**src/rtl/u8bt_pkg.sv**
```systemverilog
package u8bt_pkg;

  localparam int CpW       = 21;
  localparam int QueueDepth = 4;
  localparam int QueuePtrW  = $clog2(QueueDepth);
  localparam int QueueCntW  = $clog2(QueueDepth + 1);

  localparam logic [7:0] Lead2Min = 8'hc2;
  localparam logic [7:0] Lead2Max = 8'hdf;
  localparam logic [7:0] Lead4Min = 8'hf0;
  localparam logic [7:0] Lead4Max = 8'hf4;

  localparam logic [CpW-1:0] Min3Byte  = 21'h000800;
  localparam logic [CpW-1:0] Min4Byte  = 21'h010000;
  localparam logic [CpW-1:0] SurrLow   = 21'h00d800;
  localparam logic [CpW-1:0] SurrHigh  = 21'h00dfff;
  localparam logic [CpW-1:0] MaxCp     = 21'h10ffff;

  // Continuation-count codes, also the sequence length codes
  localparam logic [1:0] PendNone = 2'd0;
  localparam logic [1:0] PendOne  = 2'd1;
  localparam logic [1:0] PendTwo  = 2'd2;
  localparam logic [1:0] PendThree = 2'd3;

  typedef enum logic [2:0] {
    KIND_NONE,
    KIND_ASCII,
    KIND_LEAD2,
    KIND_LEAD3,
    KIND_LEAD4,
    KIND_CONT,
    KIND_BAD
  } byte_kind_t;

  typedef struct packed {
    logic       has_byte;
    logic [7:0] data_byte;
    logic       last_of_text;
  } text_item_t;

  typedef struct packed {
    byte_kind_t kind;
    logic [6:0] bits;
    logic       last;
  } class_item_t;

  typedef struct packed {
    logic           codepoint_done;
    logic [CpW-1:0] codepoint;
    logic           is_whitespace;
    logic           decode_error;
    logic           text_blank;
    logic           end_of_text;
  } result_t;

  // Whitespace ranges of the checker
  function automatic logic is_ws(input logic [CpW-1:0] c);
    logic ws;
    ws = (c >= 21'h000009 && c <= 21'h00000d) ||
         (c >= 21'h00001c && c <= 21'h000020) ||
         (c == 21'h001680) ||
         (c >= 21'h002000 && c <= 21'h002006) ||
         (c >= 21'h002008 && c <= 21'h00200a) ||
         (c >= 21'h002028 && c <= 21'h002029) ||
         (c == 21'h00205f) ||
         (c == 21'h003000);
    return ws;
  endfunction

endpackage

```
**src/rtl/u8bt_front.sv**
```systemverilog
module u8bt_front
  import u8bt_pkg::*;
(
  input  logic        clk,
  input  logic        rst,
  input  logic        push,
  output logic        full,
  input  text_item_t  byte_item,
  output logic        cls_valid,
  output class_item_t cls_item,
  input  logic        cls_pop
);

  class_item_t          cls_in;
  class_item_t          q [QueueDepth];
  logic [QueuePtrW-1:0] wr_ptr;
  logic [QueuePtrW-1:0] rd_ptr;
  logic [QueueCntW-1:0] count;
  logic                 do_push;
  logic                 do_pop;

  // Classify the incoming byte
  always_comb begin
    cls_in.bits = byte_item.data_byte[6:0];
    cls_in.last = byte_item.last_of_text;
    if (!byte_item.has_byte) begin
      cls_in.kind = KIND_NONE;
    end else if (!byte_item.data_byte[7]) begin
      cls_in.kind = KIND_ASCII;
    end else if (byte_item.data_byte[7:6] == 2'b10) begin
      cls_in.kind = KIND_CONT;
    end else if (byte_item.data_byte >= Lead2Min && byte_item.data_byte <= Lead2Max) begin
      cls_in.kind = KIND_LEAD2;
    end else if (byte_item.data_byte[7:4] == 4'he) begin
      cls_in.kind = KIND_LEAD3;
    end else if (byte_item.data_byte >= Lead4Min && byte_item.data_byte <= Lead4Max) begin
      cls_in.kind = KIND_LEAD4;
    end else begin
      cls_in.kind = KIND_BAD;
    end
  end

  assign full      = (count == QueueCntW'(QueueDepth));
  assign cls_valid = (count != '0);
  assign cls_item  = q[rd_ptr];
  assign do_push   = push && !full;
  assign do_pop    = cls_pop && cls_valid;

  // Store classified items
  always_ff @(posedge clk) begin
    if (do_push) begin
      q[wr_ptr] <= cls_in;
    end
  end

  // Advance pointers and count
  always_ff @(posedge clk) begin
    if (rst) begin
      wr_ptr <= '0;
      rd_ptr <= '0;
      count  <= '0;
    end else begin
      if (do_push) begin
        wr_ptr <= wr_ptr + 1'b1;
      end
      if (do_pop) begin
        rd_ptr <= rd_ptr + 1'b1;
      end
      if (do_push && !do_pop) begin
        count <= count + 1'b1;
      end else if (do_pop && !do_push) begin
        count <= count - 1'b1;
      end
    end
  end

endmodule

```
**src/rtl/u8bt_back.sv**
```systemverilog
module u8bt_back
  import u8bt_pkg::*;
(
  input  logic        clk,
  input  logic        rst,
  input  logic        cls_valid,
  input  class_item_t cls_item,
  output logic        cls_pop,
  output logic        empty,
  input  logic        pop,
  output result_t     result
);

  logic [1:0]     pending, pending_next;
  logic [1:0]     seq_len, seq_len_next;
  logic [CpW-1:0] partial, partial_next;
  logic           still_blank, still_blank_next;
  logic           error_seen, error_seen_next;

  result_t        res;
  logic [CpW-1:0] shifted;
  logic           done;
  logic           err;

  result_t        slot [2];
  logic           head;
  logic [1:0]     out_count;
  logic           out_pop;
  logic           take;

  assign out_pop = pop && (out_count != 2'd0);
  assign take    = cls_valid && ((out_count != 2'd2) || out_pop);
  assign cls_pop = take;
  assign empty   = (out_count == 2'd0);
  assign result  = slot[head];
  assign shifted = {partial[CpW-7:0], cls_item.bits[5:0]};

  // Decode one classified byte
  always_comb begin
    pending_next     = pending;
    seq_len_next     = seq_len;
    partial_next     = partial;
    still_blank_next = still_blank;
    error_seen_next  = error_seen;
    done             = 1'b0;
    err              = 1'b0;
    res              = '0;

    if (cls_item.kind != KIND_NONE && !error_seen) begin
      if (pending == PendNone) begin
        case (cls_item.kind)
          KIND_ASCII: begin
            done          = 1'b1;
            res.codepoint = CpW'(cls_item.bits);
          end
          KIND_LEAD2: begin
            partial_next = CpW'(cls_item.bits[4:0]);
            pending_next = PendOne;
            seq_len_next = PendOne;
          end
          KIND_LEAD3: begin
            partial_next = CpW'(cls_item.bits[3:0]);
            pending_next = PendTwo;
            seq_len_next = PendTwo;
          end
          KIND_LEAD4: begin
            partial_next = CpW'(cls_item.bits[2:0]);
            pending_next = PendThree;
            seq_len_next = PendThree;
          end
          default: begin
            err = 1'b1;
          end
        endcase
      end else if (cls_item.kind != KIND_CONT) begin
        err = 1'b1;
      end else begin
        partial_next = shifted;
        pending_next = pending - 2'd1;
        if (pending_next == PendNone) begin
          if ((seq_len == PendTwo && shifted < Min3Byte) ||
              (seq_len == PendThree && shifted < Min4Byte) ||
              (shifted >= SurrLow && shifted <= SurrHigh) ||
              (shifted > MaxCp)) begin
            err = 1'b1;
          end else begin
            done          = 1'b1;
            res.codepoint = shifted;
          end
        end
      end
      if (done) begin
        res.is_whitespace = is_ws(res.codepoint);
        if (!res.is_whitespace) begin
          still_blank_next = 1'b0;
        end
      end
    end

    // Flag a sequence cut short by the end of the text
    if (cls_item.last && !error_seen && !err && pending_next != PendNone) begin
      err = 1'b1;
    end

    if (err) begin
      error_seen_next  = 1'b1;
      still_blank_next = 1'b0;
      pending_next     = PendNone;
      seq_len_next     = PendNone;
      partial_next     = '0;
    end

    res.codepoint_done = done;
    res.decode_error   = err;
    res.text_blank     = cls_item.last && still_blank_next;
    res.end_of_text    = cls_item.last;

    // Return to reset state at the end of a text
    if (cls_item.last) begin
      pending_next     = PendNone;
      seq_len_next     = PendNone;
      partial_next     = '0;
      still_blank_next = 1'b1;
      error_seen_next  = 1'b0;
    end
  end

  // Update decoder state
  always_ff @(posedge clk) begin
    if (rst) begin
      pending     <= PendNone;
      seq_len     <= PendNone;
      partial     <= '0;
      still_blank <= 1'b1;
      error_seen  <= 1'b0;
    end else if (take) begin
      pending     <= pending_next;
      seq_len     <= seq_len_next;
      partial     <= partial_next;
      still_blank <= still_blank_next;
      error_seen  <= error_seen_next;
    end
  end

  // Hold results in a two-entry output buffer
  always_ff @(posedge clk) begin
    if (take) begin
      slot[head ^ out_count[0]] <= res;
    end
  end

  always_ff @(posedge clk) begin
    if (rst) begin
      head      <= 1'b0;
      out_count <= 2'd0;
    end else begin
      if (out_pop) begin
        head <= ~head;
      end
      if (take && !out_pop) begin
        out_count <= out_count + 2'd1;
      end else if (out_pop && !take) begin
        out_count <= out_count - 2'd1;
      end
    end
  end

endmodule

```
**src/rtl/utf8_blank_text_checker_core.sv**
```systemverilog
// Strict UTF-8 decoder that reports, for every item pushed, one result: the
// code point completed by that byte with its whitespace class, any encoding
// error, and on the last item of a text whether the whole text was blank.
// The block sustains one item per clock while full is low; each item is
// registered first in the classifier queue and then in the decoder's
// output buffer before its result shows. The front classifies bytes into a
// four-entry queue and the decoder keeps a two-entry result buffer, so up
// to six items are taken while results are not being popped before full
// rises. After reset the block is ready at once.
module utf8_blank_text_checker_core
  import u8bt_pkg::*;
(
  input  logic       clk,
  input  logic       rst,
  input  logic       push,
  output logic       full,
  input  text_item_t byte_item,
  output logic       empty,
  input  logic       pop,
  output result_t    result
);

  logic        cls_valid;
  logic        cls_pop;
  class_item_t cls_item;

  u8bt_front u_front (
    .clk       (clk),
    .rst       (rst),
    .push      (push),
    .full      (full),
    .byte_item (byte_item),
    .cls_valid (cls_valid),
    .cls_item  (cls_item),
    .cls_pop   (cls_pop)
  );

  u8bt_back u_back (
    .clk       (clk),
    .rst       (rst),
    .cls_valid (cls_valid),
    .cls_item  (cls_item),
    .cls_pop   (cls_pop),
    .empty     (empty),
    .pop       (pop),
    .result    (result)
  );

endmodule
```
**config.mk**
```make
export PLATFORM = sky130hd
export DESIGN_NAME = utf8_blank_text_checker_core
export DESIGN_NICKNAME = d
export VERILOG_FILES = /design/src/rtl/u8bt_pkg.sv /design/src/rtl/u8bt_front.sv /design/src/rtl/u8bt_back.sv /design/src/rtl/utf8_blank_text_checker_core.sv
export SDC_FILE = /design/constraint.sdc
export NUM_CORES = 1
export LEC_CHECK = 0
export ABC_AREA = 1
export BUFFER_PORTS_ARGS = -buffer_cell sky130_fd_sc_hd__buf_2
export CAP_MARGIN = 30
export CORE_MARGIN = 2
export CORE_UTILIZATION = 40
export CTS_CLUSTER_DIAMETER = 50
export CTS_CLUSTER_SIZE = 20
export DETAILED_ROUTE_END_ITERATION = 16
export GPL_ROUTABILITY_DRIVEN = 0
export PLACE_DENSITY_LB_ADDON = 0.1
export SKIP_CTS_REPAIR_TIMING = 1
export SYNTH_ARGS = -nofsm -noshare
export SYNTH_HDL_FRONTEND = slang
export SYNTH_SLANG_ARGS = --single-unit
```
**constraint.sdc**
```tcl
create_clock -name clk -period 5.5 [get_ports clk]
set_input_delay 0.275 -clock clk [delete_from_list [all_inputs] [get_ports clk]]
set_output_delay 0.275 -clock clk [all_outputs]
set_load 0.005 [all_outputs]
```
After elaboration in Yosys (flattened, before gate mapping)
Memory sizes are Yosys's and may differ from the RTL's. A register that Yosys moved wholly into a read port is not among the register bits.
Cells that the tools add are included.
Widths: inputs -> output; s select.
Operators by class
  eq/ne operators: 16
  order comparisons: 19
  divide/modulo/power cells: 0
  muxes and demuxes: 64
  shifts and indexed selects: 0
  reductions and logical operators: 58
  $add $sub $neg: 7
  bitwise logic cells: 2
  multiply operators: 0
Operator list (number)
  $mux 21: 5
  $mux 15: 5
  $ge 21x14->1 const B: 3
  $le 21x14->1 const B: 3
  $pmux 15 s3: 1
  $eq 21x14->1 const B: 2
  $mux 1: 28
  $mux 2: 14
  $logic_and 1x1->1: 23
  $mux 22: 1
  $eq 21x13->1 const B: 1
  $ge 21x16->1 const B: 1
  $ge 21x4->1 const B: 1
  $ge 21x5->1 const B: 1
  $gt 21x21->1 const B: 1
  $le 21x16->1 const B: 1
  $le 21x4->1 const B: 1
  $le 21x6->1 const B: 1
  $lt 21x12->1 const B: 1
  $lt 21x17->1 const B: 1
  $mux 3: 7
  $ge 8x8->1 const B: 2
  $le 8x8->1 const B: 2
  $pmux 2 s3: 2
  other kinds (25): 58
Storage, ports and cells
  word-level logic and storage cells: 178
  latch bits: 0
  memory bits (writable): 96
  bits in registers: 31
  ROM bits: 0
  output and inout port bits: 28
  memories kept: 2
  input bits: 14
Memory list
  u_back.slot: words 2, bits a word 26, read ports 1, clocked after memory_dff 1, write ports 1, RTL line u8bt_back.sv:25  | result_t slot [2];
  u_front.q: words 4, bits a word 11, read ports 1, clocked after memory_dff 1, write ports 1, RTL line u8bt_front.sv:15  | class_item_t q [QueueDepth];

Depth between registers and ports, before layout
  word-level depth: 24
  gate-level depth with buffers: 24
  mapped depth without buffers: 23

Cells and area by module
Synthesis repeated with hierarchy kept, for this count alone.
Unflattened totals
  cells, all modules: 694
  area, all modules: 6593.8 um^2
Modules (own cells, without submodules)
  u8bt_back: cells an instance 503, area each 4393.0 um^2, times used 1
  u8bt_front: cells an instance 191, area each 2200.9 um^2, times used 1

Least setup slack after synthesis
No wires, ideal clock.
  path type: flip-flop to flip-flop
  start point: register u_back.pending[0]
  end point: memory u_back.slot[0][1] (netlist name) (data pin)
  clock period less this slack: 2.388 ns
  path slack: 3.112 ns
  stages on the path, launching flop included: 17
  arrival time: 2.133 ns
  data required time: 5.244 ns
  path through: dfxtp_1 inv_1 ha_1 clkbuf_1 inv_1 clkbuf_1 o311ai_1 nand3_1 inv_1 nand3_1 nand2_1 nor2_1 nand2_1 nor2_2 nand3_2 nand2_1 nor2_1
RTL lines
  start: declaration: RTL line u8bt_back.sv:14  | logic [1:0] pending, pending_next;
  start signal: assignment: RTL line u8bt_back.sv:131  | pending <= PendNone;
  start signal: assignment: RTL line u8bt_back.sv:137  | pending <= pending_next;
  end: declaration: RTL line u8bt_back.sv:25

==> results by group <==
Outcome
  – Outcome: finished clean

Clock tree
  – TritonCTS clock tree: yes
  – Number of buffers created by CTS: 17
  – Clk sinks: 130
  – Clock-pin slew on the worst setup and hold paths: 60 ps
  – Worst-skew pair later-pin latency: 420 ps
  – H-tree Lvls: 4
  – Root Driver: clkbuf_16
  – Clock Tree Buf Depth: 2

Setup path
  – Startpoint Class: register
  – Slowest CP cell: nor2_2
  – Largest stage delay, worst path: 670 ps
  – Critical Path AT: 3810 ps
  – Critical Path RT: 5670 ps
  – Worst r2r path cells: 20
  – CP most frequent cell: nand2_1
  – Max FO, Critical Path: 23
  – Kind of critical path: reg2reg
  – Worst setup EP type: register
  – Crit-path cells: buf_4 -> inv_2 -> nand2_1 -> nand3_1 -> nand2_2 -> nand4_1 -> nor2_2 -> nand2_1 -> nand2_1 -> nor2_4 -> nand2_1 -> nor2_1 -> nor2_1 -> nor2_1 -> nor2_1 -> nand2_1 -> nor2_2 -> nand3_2 -> nand2_1 -> nor2_1

Synth
  – Yosys top cell by area: edfxtp_1
  – Synthesized area per cell: 9.236 um^2
  – Post-synthesis net count: 736
  – Yosys top cell area share: 43.78%
  – Yosys reg bits: 130
  – Async set-reset flop share out of synthesis: 0%
  – Distinct cells, synth: 46
  – Top FF cell, synth: edfxtp_1
  – Post-Syn Area: 6585 um^2
  – Register area share after synthesis: 54.11%
  – Area contributors post-synth: edfxtp_1 44%, dfxtp_1 10%, nand2_1 8.4%
  – Yosys warns: 0
  – Post-synth EDFFs: 96
  – Post-Syn Instances: 713

Global routing
  – Largest net degree at the start of global routing: 27
  – First-pass GRT wire length: 24.74 mm
  – GRT overflow: 0
  – Initial antenna violation count: 0
  – Global-route usage over all layers: 17.61%
  – Vias in the first global route: 5093

Timing
  – Fin. max-slew vios: 0
  – Fmax: 274.6 MHz
  – Hold Fails Final Rpt: 0
  – Relative slew slack: 32.06%
  – Tightest hold margin: 80.68 ps
  – Final worst path period share: 66.21%
  – Fin crit period: 3642 ps
  – # setup viols final: 0
  – Final Skew: 7.640 ps
  – RSZ-0062 raised after global routing: false
  – Min setup slack post-route: 1858 ps
  – Slew @ Worst Pin: 1019 ps
  – Post-route setup TNS: 0 ps

Floorplanning
  – Die height: 132.3 um
  – Die area: 17500 um^2
  – Row count: 46
  – Starting Density: 41.16%
  – Placeable Area: 16000 um^2
  – I/O pin total: 42
  – Die span in x: 132.3 um

Placement
  – Post-Place Worst Slack: 1853 ps
  – Placed instance area: 7041 um^2
  – Final HPWL DP: 10.48 mm
  – PortBufs: 41

Power
  – P per Cell Area: 633.5 nW/um^2
  – Max VDD drop: 0.2686 mV
  – P_leak: 0.003196 uW

Hold path
  – Hold Crit Depth: 1
  – HP Class: in2reg

Drt
  – # DRC: 0
  – Routed vias: 4994
  – DRT iter0 DRCs: 336
  – Drt first pass iters: 5
  – Routed Antenna Nets: 0
  – Vias per cell: 5.044
  – DR WL/cell: 14.79 um
  – Total Wirelength: 14.64 mm

Finish
  – Final instance area: 7610 um^2
  – Commonest cells after routing, fill and taps aside: 147 x nand2_1, 98 x nor2_1, 96 x edfxtp_1, 77 x inv_1, 48 x a21oi_1
  – Layout area overhead: 15.56%
  – Final #Nets: 784
  – Most common cell after layout, fill and taps aside: nand2_1
  – Final core utilization: 47.56%
  – Share of cells above drive strength 1: 18.99%
  – Fillers: 1564
  – # diodes: 0

Flow run
  – Total of max-cap violations: 0
worst max-delay path, delay by kind of cell, from the launching register on:
| family | cells | cell delay [ps] |
|---|---|---|
| simple gates | 18 | 2580 |
| flops | 1 | 300 |
| buf+inv | 2 | 460 |
routing by layer:
| metal | up-vias | GRT usage, % | part of all wire [%] |
|---|---|---|---|
| li1 | 2502 | - | - |
| met1 | 2370 | 22.04 | 46 |
| met2 | 101 | 30.01 | 49 |
| met3 | 21 | 3.191 | 4.0 |
| met4 | 0 | 7.467 | 1.7 |
| met5 | - | 0 | 0 |
cell type report:
class	instances	area, um^2	share of cell area [%]
Inverter	88	330.3	4.341
Multi-Input combinational cell	473	2577	33.87
Tap cell	216	270.3	3.551
Sequential cell	130	3563	46.83
Timing Repair Buffer	51	299.0	3.930
Clock inverter	6	80.08	1.052
Clock buffer	26	489.2	6.429
Yosys cell counts, drive strengths merged, types with 2 or more instances:
library cell	n
nand2	157
nor2	107
edfxtp	96
inv	87
a21oi	49
nand3	47
dfxtp	34
o21ai	29
mux2	26
buf	14
nor3	9
clkbuf	8
ha	8
nand4	8
o211ai	7
a31oi	4
a32oi	4
o22ai	4
nor4	3
a211oi	2
nand3b	2
o311ai	2
worst paths after layout:
check	from	end	slack [ps]
setup / recovery	register	u_back.slot[1][1]	1860
hold reg to reg	u_back.partial[0]	u_back.partial[0]	460
setup reg to reg	register	u_back.slot[1][1]	1860
hold / removal	byte_item[0]	u_front.q[0][0]	80
where the power goes:
| group | internal [uW] | switching [uW] | leakage (uW) |
|---|---|---|---|
| sequential | 1440 | 105 | 0.00120 |
| combinational | 715 | 1470 | 0.00172 |
| clock | 699 | 388 | 0.000274 |
| total | 2860 | 1960 | 0.00320 |
metrics by stage:
stage,total power (uW),std cells
final,4821,990
after global routing,5207,990
after CTS,4853,990
after detailed placement,3753,958
after global placement,3665,953
after floorplan,3165,713
logic make-up (layout without fill, tap and decap cells):
| kind of cell | after synthesis | after routing | share of synthesized area, % |
|---|---|---|---|
| buf+inv | 110 | 171 | 6.821 |
| fa+ha+maj | 9 | 9 | 1.824 |
| simple gates | 333 | 333 | 22.88 |
| mux | 26 | 26 | 4.446 |
| xor+xnor | 1 | 1 | 0.1330 |
| flops | 130 | 130 | 54.11 |
| compound gates | 104 | 104 | 9.785 |
registers in the layout, indices dropped and copies added (netlist names), 2 cells and up, named ones only:
name,count
u_front.wr_ptr,2
u_back.slot,52
u_front.q,44
u_front.rd_ptr,2
u_back.pending,2
u_back.out_count,2
u_front.count,3
u_back.partial,15
u_back.seq_len,2
Note: power is estimated with default switching activity, not from simulation.
